--- src/rtl/twhsr_pkg.sv ---
// package: sequencer step codes, start pattern tables and field widths
package twhsr_pkg;

    typedef enum logic [4:0] {
        ST_IDLE      = 5'd0,
        ST_START0    = 5'd1,
        ST_START1    = 5'd2,
        ST_START2    = 5'd3,
        ST_START3    = 5'd4,
        ST_START4    = 5'd5,
        ST_START5    = 5'd6,
        ST_START6    = 5'd7,
        ST_SEND_A    = 5'd8,
        ST_SEND_B    = 5'd9,
        ST_SEND_C    = 5'd10,
        ST_ACK_WAIT  = 5'd11,
        ST_ACK_CLK   = 5'd12,
        ST_ACK_FALL  = 5'd13,
        ST_MEAS_WAIT = 5'd14,
        ST_READ_LOW  = 5'd15,
        ST_READ_HIGH = 5'd16,
        ST_RACK_HIGH = 5'd17,
        ST_RACK_LOW  = 5'd18
    } step_t;

    // configuration register indexes
    typedef enum logic {
        REG_TEMP_CMD = 1'b0,
        REG_HUM_CMD  = 1'b1
    } cfg_reg_t;

    // start pattern, entry i is used in start step i
    localparam logic [0:6] START_CLK = 7'b0110110;
    localparam logic [0:6] START_DAT = 7'b1100011;

    localparam int unsigned BITS_PER_BYTE = 8;
    localparam int unsigned DATA_BYTES    = 2;
    localparam int unsigned IN_TDATA_W    = 8;
    localparam int unsigned OUT_TDATA_W   = 40;
    localparam int unsigned WORD_W        = 16;

endpackage

--- src/rtl/two_wire_humidity_sensor_reader_top.sv ---
// top level: tick-driven bit-banged master for a two-wire humidity sensor
//
//  channel  | signals                           | role
//  ---------+-----------------------------------+--------------------------------
//  s_axis   | s_tvalid s_tready s_tdata[7:0]    | one timing tick per transfer
//  m_axis   | m_tvalid m_tready m_tdata[39:0]   | line levels and words per tick
//           | m_tlast                           | run finished on this tick
//  cfg      | cfg_valid cfg_ready cfg_index     | command byte registers
//           | cfg_data[7:0]                     |
//
// on every tick the sequencer step, counters and shift byte are updated by
// a single step of logic and the result lands in the output register in
// the same edge; a new tick is taken every cycle while the output register
// is empty or being drained. reset puts the sequencer in idle with both
// words cleared and the commands at 3 and 5. a stall on the output side
// holds the result and stops input transfers; nothing is lost.
module two_wire_humidity_sensor_reader_top
(
    input  logic                                clk,
    input  logic                                rst_n,
    // s_tdata: [0] start_request, [1] measure_mode, [2] data_line_in, rest zero
    input  logic                                s_tvalid,
    output logic                                s_tready,
    input  logic [twhsr_pkg::IN_TDATA_W-1:0]    s_tdata,
    // m_tdata: [0] clock_line, [1] data_line_out, [2] data_drive_enable,
    // [3] busy_res, [19:4] temperature_raw, [35:20] humidity_raw,
    // [36] humidity_valid, rest zero
    output logic                                m_tvalid,
    input  logic                                m_tready,
    output logic [twhsr_pkg::OUT_TDATA_W-1:0]   m_tdata,
    // m_tlast: run_done
    output logic                                m_tlast,
    input  logic                                cfg_valid,
    output logic                                cfg_ready,
    input  logic                                cfg_index,
    input  logic [7:0]                          cfg_data
);
    import twhsr_pkg::*;

    // configuration
    logic [7:0] temp_cmd_reg;
    logic [7:0] hum_cmd_reg;

    // sequencer state
    step_t               step_reg, step_next;
    logic [3:0]          bit_cnt_reg, bit_cnt_next;
    logic [1:0]          byte_cnt_reg, byte_cnt_next;
    logic [7:0]          shift_reg, shift_next;
    logic                meas_hum_reg, meas_hum_next;
    logic                mode_reg, mode_next;
    logic [WORD_W-1:0]   temp_word_reg, temp_word_next;
    logic [WORD_W-1:0]   hum_word_reg, hum_word_next;

    // output register
    logic                   out_valid_reg;
    logic [OUT_TDATA_W-1:0] out_data_reg, out_data_next;
    logic                   out_last_reg, out_last_next;

    logic       in_fire;
    logic       start_req, meas_mode, din;
    step_t      step_cur;
    logic [2:0] start_idx;
    logic [3:0] bit_inc;
    logic       clk_o, dout_o, den_o, done_o;

    assign start_req = s_tdata[0];
    assign meas_mode = s_tdata[1];
    assign din       = s_tdata[2];

    // output register frees up in the same cycle it is drained
    assign s_tready  = !out_valid_reg || m_tready;
    assign in_fire   = s_tvalid && s_tready;
    assign cfg_ready = 1'b1;

    assign start_idx = 3'(step_cur - ST_START0);
    assign bit_inc   = bit_cnt_reg + 4'd1;

    // one sequencer step per tick
    always_comb
    begin
        step_cur      = step_reg;
        mode_next     = mode_reg;
        meas_hum_next = meas_hum_reg;
        bit_cnt_next  = bit_cnt_reg;
        byte_cnt_next = byte_cnt_reg;
        shift_next    = shift_reg;
        temp_word_next = temp_word_reg;
        hum_word_next  = hum_word_reg;
        clk_o  = 1'b0;
        dout_o = 1'b0;
        den_o  = 1'b0;
        done_o = 1'b0;

        // codes outside the step list behave as idle
        if (!(step_reg inside {[ST_START0:ST_RACK_LOW]}))
        begin
            step_cur = ST_IDLE;
            if (start_req)
            begin
                mode_next     = meas_mode;
                meas_hum_next = 1'b0;
                step_cur      = ST_START0;
            end
        end
        step_next = step_cur;

        case (step_cur)
            ST_START0, ST_START1, ST_START2, ST_START3, ST_START4, ST_START5:
            begin
                clk_o     = START_CLK[start_idx];
                dout_o    = START_DAT[start_idx];
                den_o     = 1'b1;
                step_next = step_t'(step_cur + 5'd1);
            end
            ST_START6:
            begin
                clk_o        = START_CLK[start_idx];
                dout_o       = START_DAT[start_idx];
                den_o        = 1'b1;
                shift_next   = meas_hum_next ? hum_cmd_reg : temp_cmd_reg;
                bit_cnt_next = 4'd0;
                step_next    = ST_SEND_A;
            end
            ST_SEND_A:
            begin
                dout_o    = shift_reg[7];
                den_o     = 1'b1;
                step_next = ST_SEND_B;
            end
            ST_SEND_B:
            begin
                dout_o    = shift_reg[7];
                den_o     = 1'b1;
                step_next = ST_SEND_C;
            end
            ST_SEND_C:
            begin
                dout_o     = shift_reg[7];
                den_o      = 1'b1;
                clk_o      = 1'b1;
                shift_next = {shift_reg[6:0], 1'b0};
                if (bit_inc >= 4'(BITS_PER_BYTE))
                begin
                    bit_cnt_next = 4'd0;
                    step_next    = ST_ACK_WAIT;
                end
                else
                begin
                    bit_cnt_next = bit_inc;
                    step_next    = ST_SEND_A;
                end
            end
            ST_ACK_WAIT:
            begin
                // sensor pulls data low to acknowledge
                if (!din)
                    step_next = ST_ACK_CLK;
            end
            ST_ACK_CLK:
            begin
                clk_o     = 1'b1;
                step_next = ST_ACK_FALL;
            end
            ST_ACK_FALL:
            begin
                step_next = ST_MEAS_WAIT;
            end
            ST_MEAS_WAIT:
            begin
                if (!din)
                begin
                    bit_cnt_next  = 4'd0;
                    byte_cnt_next = 2'd0;
                    shift_next    = 8'd0;
                    step_next     = ST_READ_LOW;
                end
            end
            ST_READ_LOW:
            begin
                step_next = ST_READ_HIGH;
            end
            ST_READ_HIGH:
            begin
                clk_o      = 1'b1;
                shift_next = {shift_reg[6:0], din};
                if (bit_inc >= 4'(BITS_PER_BYTE))
                begin
                    bit_cnt_next = 4'd0;
                    step_next    = ST_RACK_HIGH;
                end
                else
                begin
                    bit_cnt_next = bit_inc;
                    step_next    = ST_READ_LOW;
                end
            end
            ST_RACK_HIGH:
            begin
                clk_o     = 1'b1;
                den_o     = 1'b1;
                step_next = ST_RACK_LOW;
            end
            ST_RACK_LOW:
            begin
                den_o = 1'b1;
                if (byte_cnt_reg < 2'(DATA_BYTES))
                begin
                    if (meas_hum_reg)
                        hum_word_next = {hum_word_reg[7:0], shift_reg};
                    else
                        temp_word_next = {temp_word_reg[7:0], shift_reg};
                    byte_cnt_next = byte_cnt_reg + 2'd1;
                    shift_next    = 8'd0;
                    step_next     = ST_READ_LOW;
                end
                else
                begin
                    // check byte done: repeat for humidity or finish
                    byte_cnt_next = 2'd0;
                    shift_next    = 8'd0;
                    if (!meas_hum_reg && mode_reg)
                    begin
                        meas_hum_next = 1'b1;
                        step_next     = ST_START0;
                    end
                    else
                    begin
                        meas_hum_next = 1'b0;
                        done_o        = 1'b1;
                        step_next     = ST_IDLE;
                    end
                end
            end
            default:
            begin
                step_next = ST_IDLE;
            end
        endcase
    end

    // result packing
    always_comb
    begin
        out_data_next        = '0;
        out_data_next[0]     = clk_o;
        out_data_next[1]     = den_o & dout_o;
        out_data_next[2]     = den_o;
        out_data_next[3]     = (step_next != ST_IDLE);
        out_data_next[19:4]  = temp_word_next;
        out_data_next[35:20] = hum_word_next;
        out_data_next[36]    = (step_next == ST_IDLE) & mode_next;
        out_last_next        = done_o;
    end

    always_ff @(posedge clk or negedge rst_n)
    begin
        if (!rst_n)
        begin
            temp_cmd_reg <= 8'd3;
            hum_cmd_reg  <= 8'd5;
        end
        else if (cfg_valid && cfg_ready)
        begin
            case (cfg_reg_t'(cfg_index))
                REG_TEMP_CMD: temp_cmd_reg <= cfg_data;
                REG_HUM_CMD:  hum_cmd_reg  <= cfg_data;
                default:      temp_cmd_reg <= temp_cmd_reg;
            endcase
        end
    end

    always_ff @(posedge clk or negedge rst_n)
    begin
        if (!rst_n)
        begin
            step_reg      <= ST_IDLE;
            bit_cnt_reg   <= 4'd0;
            byte_cnt_reg  <= 2'd0;
            shift_reg     <= 8'd0;
            meas_hum_reg  <= 1'b0;
            mode_reg      <= 1'b0;
            temp_word_reg <= '0;
            hum_word_reg  <= '0;
        end
        else if (in_fire)
        begin
            step_reg      <= step_next;
            bit_cnt_reg   <= bit_cnt_next;
            byte_cnt_reg  <= byte_cnt_next;
            shift_reg     <= shift_next;
            meas_hum_reg  <= meas_hum_next;
            mode_reg      <= mode_next;
            temp_word_reg <= temp_word_next;
            hum_word_reg  <= hum_word_next;
        end
    end

    always_ff @(posedge clk or negedge rst_n)
    begin
        if (!rst_n)
            out_valid_reg <= 1'b0;
        else if (in_fire)
            out_valid_reg <= 1'b1;
        else if (m_tready)
            out_valid_reg <= 1'b0;
    end

    always_ff @(posedge clk)
    begin
        if (in_fire)
        begin
            out_data_reg <= out_data_next;
            out_last_reg <= out_last_next;
        end
    end

    assign m_tvalid = out_valid_reg;
    assign m_tdata  = out_data_reg;
    assign m_tlast  = out_last_reg;

endmodule

--- config.mk ---
export PLATFORM = sky130hd
export DESIGN_NAME = two_wire_humidity_sensor_reader_top
export DESIGN_NICKNAME = d
export VERILOG_FILES = /design/src/rtl/twhsr_pkg.sv /design/src/rtl/two_wire_humidity_sensor_reader_top.sv
export SDC_FILE = /design/constraint.sdc
export NUM_CORES = 1
export LEC_CHECK = 0
export BUFFER_PORTS_ARGS = -buffer_cell sky130_fd_sc_hd__buf_2
export CORE_ASPECT_RATIO = 1.25
export CORE_UTILIZATION = 60
export CTS_BUF_LIST = sky130_fd_sc_hd__clkbuf_8
export DETAILED_ROUTE_END_ITERATION = 16
export HOLD_SLACK_MARGIN = 0.02
export PLACE_DENSITY = 0.91
export SYNTH_ARGS = -nofsm -noshare
export SYNTH_HDL_FRONTEND = slang
export SYNTH_SLANG_ARGS = --single-unit
--- constraint.sdc ---
create_clock -name clk -period 5.9 [get_ports clk]
set_clock_uncertainty 0.1 [all_clocks]
set_input_delay 0.295 -clock clk [delete_from_list [all_inputs] [get_ports clk]]
set_output_delay 0.295 -clock clk [all_outputs]
set_load 0.05 [all_outputs]
==> metrics, run 1 <==
Design Area, Final 5740 µm²; setup tns final 0 ns; FF-to-FF setup slack 1.86 ns; path depth of the worst reg2reg path 9; hold_ws -0.00542 ns; worst r2r src step_reg[4]; Comb power frac 42.7%; Tmin final 4.04 ns; Final #Nets 476; Yosys top cell by area dfrtp_1; synthesized area per cell 13.3 µm²; crit path cell chain inv_1 -> o21ai_0 -> inv_1 -> ha_1 -> nor2b_1 -> nand3_1 -> or2_1 -> nor2_8 -> mux2_2; Clock Latency Late Sink 0.38 ns; Post-Synth Simple-Gate Area 8.22%; Placed Area 5530 µm²; largest family of logic cells by synthesized area multiplexers; area of the core 8330 µm²; Slew headroom 42.6%; final WL 9.90 mm; RSZ-0062 raised after global routing no; Synth cell types 61; Clock Sinks 108; final core occ 68.9%; crit-path most repeated cell inv_1; Crit path largest cell delay 0.57 ns; Synth Area in Compound Gates 10.4%; leakage 2.53 nW; Area Growth Syn to Fin 9.66%; Post-synth EDFFs 38; CTS Buffer Depth 2; chip height 106 µm; Clk Tree Root Cell clkbuf_8; yosys synthesis warning count 0; Via density 6.02; RR Endpoint temp_word_reg[0]; initial antenna violation count 0; vias in the first global route 3,354; critical path arrival 4.20 ns; drt pass-1 iters 5; share of cells above drive strength 1 40.3%; most numerous cell in the Yosys netlist mux2_2; actual slew at the worst max-slew pin 0.861 ns; violated checks hold timing; Seq cells post-synth 108; Initial Utilization 62.8%; Syn Std Cell Area 5240 µm²; HPWL Detailed 6.97 mm; Power Dens Cells 482 nW/µm²; largest net degree at the start of global routing 71; Mapped Cells 395; Buf/Inv on CP 2; Worst setup SP type flop; Hold Path Class primary input to async pin; CP max FO 17; # diodes 0; max reg flops 37; Die ar. 9100 µm²; Worst EP required 6.06 ns; Worst VDD drop 0.320 mV; critical path's top delay family simple AND/OR/NAND/NOR gates; 1st-iter DRT viols 148; Switch Pwr 1.16 mW; Synth Area in Adders 1.67%; Seq/Total Area, Yosys 55.4%; outcome complete, but fails checks; Post-synth top cells mux2_2 (79), dfrtp_1 (66), edfxtp_1 (38); H-tree depth 3; # rows 37; routability cong. 0.908; Remaining DRCs 0; mux cell area share after synthesis 20.1%; Final setup viols 0; P_int 1.61 mW; CTS tree done; Ports 66; period utilization 68.5%; first-pass GRT wire length 16.3 mm; Post-synth ARST share 64.8%; gr usage total 23.8%; die width 85.5 µm; I/O Buffers 56; Clock transition at path regs 0.10 ns; ANT nets after route 0; critical path class flop to flop; fmax 247 MHz; Resized Gates After CTS 0; Final Hold Viols 3; share of the synthesized area in the top cell type 31.5%; Reg power frac 41.2%; final worst slack 1.86 ns; dpl ws 1.91 ns; Area contributors post-synth dfrtp_1 (32%), edfxtp_1 (22%), mux2_2 (17%); Via Count 3,303; switching share of power 41.9%; MaxCap Viol Count 0; post-synthesis xor/xnor area fraction 0.669%; Crit. End Element flop; Synth Flop Type dfrtp_1; Slew Viols, Final 0; CTS Buf Count 9; Worst path slowest cell or2_1; GRT overflow 0; Routed wire per std cell 18.0 µm; Clk network pwr share 16.1%
repair_timing:
| item | in CTS | in global routing |
|---|---|---|
| endpoints found under the hold margin | 1 | 0 |
| setup buffers | 0 | 0 |
| hold buffers | 1 | 0 |
per-stage QoR:
step	power [mW]	cells
after floorplan	2.05	397
after global placement	2.28	532
after detailed placement	2.31	532
after CTS	2.77	549
after global routing	2.94	549
final	2.77	549
placed cells by master (no fill, tap or decap), drive strengths merged, types with 6 or more instances in the layout:
master  count
a21oi      19
a22oi       8
buf        58
clkbuf      9
dfrtp      66
edfxtp     38
ha          7
inv        13
mux2       89
nand2      20
nor2       21
nor2b       6
o21ai      19
worst max-delay path by stage:
| stage | startpoint | end | slack, ns | cells past startpoint |
|---|---|---|---|---|
| 3_3_place_gp | step_reg[4] | temp_word_reg[0] | 1.99 | 9 |
| 3_5_place_dp | step_reg[4] | temp_word_reg[2] | 1.91 | 9 |
| 5_1_grt | step_reg[2] | temp_word_reg[0] | 1.55 | 10 |
| 6_report | step_reg[4] | temp_word_reg[0] | 1.86 | 9 |
| 4_1_cts | step_reg[4] | temp_word_reg[0] | 1.87 | 9 |
| 2_1_floorplan | step_reg[2] | temp_word_reg[10] | 2.92 | 13 |
area by class of cell:
class                           instances  area, µm²
Multi-Input combinational cell        256       2160
Clock buffer                            9        124
Clock inverter                          7       78.8
Timing Repair Buffer                   59        305
Inverter                               13       48.8
Fill cell                             567       2590
Sequential cell                       108       2900
Tap cell                               97        121
layer usage:
metal / vias to the layer above / global-route usage (%) / wire length [µm]
li1: 1558 / - / -
met1: 1617 / 28.7 / 4080
met2: 105 / 40.7 / 5150
met3: 23 / 4.89 / 400
met4: 0 / 11.1 / 268
met5: - / 0 / 0
logic make-up (layout without fill, tap and decap cells):
group | Yosys count | in the layout
AOI/OAI and AO/OA | 75 | 75
DFF | 108 | 108
other | 2 | 4
and+or+nand+nor | 76 | 76
xor gates and xnor gates | 4 | 4
muxes | 90 | 90
adders and majority gates | 7 | 7
buffers and inverters | 33 | 88
power groups by stage:
stage	Sequential, mW	Clock, mW	Combinational [mW]
5_1_grt	1.16	0.494	1.28
4_1_cts	1.14	0.458	1.17
3_5_place_dp	1.15	0	1.16
6_report	1.14	0.447	1.18
2_1_floorplan	1.24	0	0.812
3_3_place_gp	1.14	0	1.14
(Power assumes the default switching activity.)
==> inputs of run 2 (changes only) <==
ABC_AREA = 1   (was default)
clock period = 4.1 ns   (was 5.9 ns; I/O delays follow)
==> run 2 against run 1 <==
Against the previous run:
- the flow now finishes without violations
- total power increased by 33%
- maximum frequency is 33% higher
- hold slack improved by 0.053 ns
- flip-flop and latch count stayed put
- non-clock buffer count grew 9
- core utilization rose by 1.3 points
- routed wire length grew 8.5%
- sequential power grew 39%
- critical path type unchanged
- largest power group is now registers
==> metrics, run 2 <==
outcome complete, no violations; fmax 329 MHz; share of the synthesized area in the top cell type 31.3%; Comb power frac 39.0%; setup tns final 0 ns; Crit path largest cell delay 0.46 ns; drt pass-1 iters 4; Final Hold Viols 0; Crit. End Element flop; vias in the first global route 3,899; I/O Buffers 56; Switch Pwr 1.55 mW; Slew Viols, Final 0; actual slew at the worst max-slew pin 0.997 ns; switching share of power 42.2%; # diodes 0; chip height 107 µm; max reg flops 37; Synth Area in Adders 1.66%; RSZ-0062 raised after global routing no; Clock Sinks 108; 1st-iter DRT viols 243; Post-synth EDFFs 38; Clk network pwr share 17.7%; Routed wire per std cell 14.1 µm; HPWL Detailed 7.52 mm; leakage 2.80 nW; Seq/Total Area, Yosys 54.8%; CTS Buf Count 9; final WL 10.7 mm; Yosys top cell by area dfrtp_1; critical path arrival 3.08 ns; hold_ws 0.0472 ns; critical path class flop to flop; Tmin final 3.04 ns; Worst path slowest cell dfrtp_1; Post-Synth Simple-Gate Area 19.8%; Final setup viols 0; mux cell area share after synthesis 0%; post-synthesis xor/xnor area fraction 0.497%; Synth cell types 36; share of cells above drive strength 1 20.4%; leading cell types in the layout, fill and taps excluded nand2_1 (161), inv_1 (71), o21ai_0 (69), dfrtp_1 (66), buf_2 (56); routability cong. 0.915; most common library cell in the layout ignoring fill and taps nand2_1; Syn Std Cell Area 5290 µm²; ANT nets after route 0; Clk Tree Root Cell clkbuf_8; Hold Path Class primary input to flop; largest net degree at the start of global routing 74; crit path cell chain nor2_4 -> nand3_1 -> nand2_2 -> nand2_2 -> nand2_1 -> ha_1 -> inv_1 -> nand3_1 -> nand2_1 -> a21oi_2 -> nand2_1 -> nand4_1 -> nor2_1 -> nand2_1 -> nor2_1; Worst VDD drop 0.333 mV; worst r2r src step_reg[2]; H-tree depth 3; Area Growth Syn to Fin 11.3%; Worst EP required 4.14 ns; CP max FO 14; area of the core 8380 µm²; synthesized area per cell 9.03 µm²; Worst setup SP type flop; Seq cells post-synth 108; Crit. Startpoint step_reg[2]; Area contributors post-synth dfrtp_1 (31%), edfxtp_1 (22%), nand2_1 (11%); gr usage total 25.5%; Initial Utilization 63.1%; Via Count 4,013; CTS tree done; Synth Area in Compound Gates 14.9%; P_int 2.12 mW; Clock Latency Late Sink 0.38 ns; Die ar. 9190 µm²; Final #Nets 671; HP Start s_tvalid; MaxCap Viol Count 0; Mapped Cells 585; Clock transition at path regs 0.10 ns; Remaining DRCs 0; Via density 5.25; die width 85.9 µm; period utilization 74.0%; Post-synth top cells nand2_1 (161), inv_1 (70), o21ai_0 (69); Slew headroom 33.5%; Power Dens Cells 624 nW/µm²; Post-CTS Setup Inserts 0; # rows 37; crit-path most repeated cell nand2_1; CTS Buffer Depth 2; Ports 66; first-pass GRT wire length 17.9 mm; initial antenna violation count 0; Reg power frac 43.3%; Post-synth ARST share 64.8%; most numerous cell in the Yosys netlist nand2_1; Synth Flop Type dfrtp_1; yosys synthesis warning count 0; GRT overflow 0; largest family of logic cells by synthesized area simple AND/OR/NAND/NOR gates; FF-to-FF setup slack 1.06 ns
-- run 2: cell type report --
| class | count | area, µm² |
|---|---|---|
| repair buffers | 68 | 395 |
| inverters | 76 | 287 |
| clock buffers | 9 | 124 |
| fillers | 658 | 2500 |
| multi-input cells | 379 | 1960 |
| well taps | 117 | 146 |
| flip-flops and latches | 108 | 2900 |
| clock inverters | 7 | 66.3 |
-- run 2: cell families after synthesis --
group / count (synthesis)
and+or+nand+nor: 241
AOI/OAI and AO/OA: 124
DFF: 108
buffers and inverters: 100
adders and majority gates: 7
xor gates and xnor gates: 3
other: 2
-- run 2: worst max-delay path: cells and delay by family (launching register included) --
kind / cells / cell delay [ns]
flip-flops: 1 / 0.46
AO/OA/AOI/OAI: 1 / 0.36
AND/OR/NAND/NOR: 12 / 1.51
buffers and inverters: 1 / 0.09
adder cells (fa/ha/maj): 1 / 0.25
-- run 2: repair_timing --
| action | 4_1_cts | 5_1_grt |
|---|---|---|
| hold endpoints to repair | 53 | 1 |
| hold buffers | 9 | 1 |
| resized for setup | 0 | 0 |
-- run 2: power groups by stage --
stage / clock, mW / combinational [mW] / sequential, mW
global route: 0.699 / 1.59 / 1.62
floorplan: 0 / 0.867 / 1.81
detailed placement: 0 / 1.41 / 1.61
CTS: 0.656 / 1.43 / 1.59
finish: 0.649 / 1.43 / 1.59
global placement: 0 / 1.37 / 1.59
-- run 2: final timing paths --
kind                            depth (start not counted)         endpoint
worst max-delay path                                   15      m_tdata[36]
worst min-delay path                                    3         m_tvalid
worst max register to register                         15      m_tdata[36]
max in group asynchronous                               3   bit_cnt_reg[1]
worst min register to register                          1  byte_cnt_reg[0]
min in group asynchronous                               2      step_reg[3]
-- run 2: per-layer routing --
layer,track usage [%],up-vias,share of wire (%)
met3,5.62,26,3.5
li1,-,2006,-
met5,0,-,0
met4,9.88,0,3.0
met2,43.2,94,51
met1,31.7,1887,42
-- run 2: through the flow --
step / total power, mW / area (µm²) / setup slack [ns] / cells / util, %
after floorplan: 2.68 / 5290 / 0.769 / 587 / -
after global placement: 2.96 / 5590 / 1.17 / 738 / 66.7
after detailed placement: 3.02 / 5590 / 1.12 / 738 / 66.7
after CTS: 3.67 / 5870 / 1.11 / 763 / 70.1
after global routing: 3.91 / 5880 / 0.793 / 764 / 70.2
final: 3.67 / 5880 / 1.06 / 764 / 70.2
==> inputs of run 3 (changes only) <==
clock period = 3.1 ns   (was 4.1 ns; I/O delays follow)
==> run 3 against run 2 <==
Against the previous run:
- count of clock-buffer cells in the layout unchanged
- hold slack better by 0.030 ns
- combinational power up 34%
- flip-flop and latch count unchanged
- highest routed layer unchanged
- sequential share of layout area down 0.62 points
- critical path depth up 3
- critical endpoint unchanged
- sequential power up 32%
- non-clock buffer count up 4
==> metrics, run 3 (synthesized netlist as in run 2, its figures left out) <==
Worst VDD drop 0.455 mV; Post-CTS Setup Inserts 0; Placed Area 5640 µm²; critical path's top delay family simple AND/OR/NAND/NOR gates; Slew headroom 40.5%; final worst slack 0.241 ns; GRT overflow 0; H-tree depth 3; gr usage total 24.5%; dpl ws 0.278 ns; Via density 5.28; Area Growth Syn to Fin 12.7%; Routed wire per std cell 13.7 µm; HP Start s_tdata[1]; CTS Buf Count 9; CTS tree done; largest net degree at the start of global routing 76; RR Endpoint m_tdata[36]; FF-to-FF setup slack 0.24 ns; RSZ-0062 raised after global routing no; leading cell types in the layout, fill and taps excluded nand2_1 (161), inv_1 (72), o21ai_0 (69), dfrtp_1 (66), buf_2 (56); Slew Viols, Final 0; leakage 2.83 nW; Clock Sinks 108; most common library cell in the layout ignoring fill and taps nand2_1; outcome complete, no violations; Final #Nets 675; period utilization 92.2%; Crit path largest cell delay 0.42 ns; final WL 10.5 mm; Final Hold Viols 0; MaxCap Viol Count 0; crit-path most repeated cell nand2_1; routability cong. 0.866; CTS Buffer Depth 2; HPWL Detailed 7.25 mm; chip height 107 µm; Clock transition at path regs 0.09 ns; final core occ 71.1%; path depth of the worst reg2reg path 18; CP max FO 8; vias in the first global route 3,779; hold depth 5; critical path class flop to flop; number of buffers added to fix hold violations after cts 11; Power Dens Cells 826 nW/µm²; Die ar. 9190 µm²; actual slew at the worst max-slew pin 0.892 ns; first-pass GRT wire length 17.2 mm; Worst path slowest cell dfrtp_1; Via Count 4,055; area of the core 8380 µm²; setup tns final 0 ns; Hold Path Class primary input to flop; worst r2r src step_reg[1]; I/O Buffers 56; critical path arrival 2.89 ns; drt pass-1 iters 5; ANT nets after route 0; Final setup viols 0; Hold Crit Endpoint mode_reg; Fillers 617; Resized Gates After CTS 0; Design Area, Final 5960 µm²; share of cells above drive strength 1 20.3%; Worst EP required 3.13 ns; # diodes 0; crit path cell chain nand2_1 -> nand2_1 -> nand2_1 -> nand2_2 -> nand2_1 -> nand2_1 -> ha_1 -> inv_1 -> nand3_1 -> nand2_1 -> a21oi_2 -> nand2_1 -> nand2_1 -> inv_1 -> nand3_1 -> nor2_1 -> nand2_1 -> nor2_1; Initial Utilization 63.1%; Buf/Inv on CP 2; Clock Latency Late Sink 0.37 ns; 1st-iter DRT viols 298; Ports 66; Tmin final 2.86 ns; fmax 350 MHz; Remaining DRCs 0; # rows 37; Worst setup SP type flop; initial antenna violation count 0; max reg flops 37; Clk Tree Root Cell clkbuf_8; Crit. End Element flop; die width 85.9 µm
==> run 3: worst register-to-register path, delay by kind of cell, from the launching register on <==
kind                       cells  cell delay [ns]
buffers and inverters          2             0.16
AOI/OAI and AO/OA              1             0.36
DFF                            1             0.42
and+or+nand+nor               14             1.38
adders and majority gates      1             0.19
==> run 3: final cells by class <==
cell class / instances / area [µm²] / area share [%]
sequential: 108 / 2900 / 48.7
multi-input combinational: 379 / 1960 / 33.0
timing repair buffer: 72 / 453 / 7.61
inverter: 76 / 287 / 4.81
tap: 117 / 146 / 2.46
clock buffer: 9 / 124 / 2.08
clock inverter: 7 / 83.8 / 1.41
==> run 3: worst max path at each step <==
| stage | cells after the start | to | slack, ns | start |
|---|---|---|---|---|
| 2_1_floorplan | 5 | m_tdata[0] | 0.38 | m_tvalid |
| 3_3_place_gp | 17 | m_tdata[36] | 0.33 | step_reg[2] |
| 3_5_place_dp | 17 | m_tdata[36] | 0.28 | step_reg[2] |
| 4_1_cts | 17 | m_tdata[36] | 0.27 | step_reg[2] |
| 5_1_grt | 14 | hum_word_reg[4] | 0.04 | step_reg[3] |
| 6_report | 18 | m_tdata[36] | 0.24 | step_reg[1] |
==> run 3: where the power goes <==
part / internal [mW] / switching, mW / total (mW)
logic: 0.576 / 1.34 / 1.91
clock network: 0.447 / 0.459 / 0.906
registers: 1.88 / 0.226 / 2.10
==> run 3: through the flow <==
step           std cells  hold WS (ns)  power [mW]
5_1_grt              768         0.137        5.23
3_5_place_dp         741         0.298        4.01
2_1_floorplan        587        -0.241        3.54
6_report             768        0.0772        4.92
3_3_place_gp         741         0.290        3.94
4_1_cts              768        0.0727        4.92
==> run 3: metal layers <==
| metal | part of all wire [%] | wire length [µm] | vias up | GRT usage (%) |
|---|---|---|---|---|
| met5 | 0 | 0 | - | 0 |
| met4 | 2.8 | 293 | 0 | 11.7 |
| met3 | 4.6 | 485 | 22 | 5.00 |
| met2 | 51 | 5400 | 142 | 40.5 |
| met1 | 41 | 4350 | 1878 | 30.7 |
| li1 | - | - | 2013 | - |
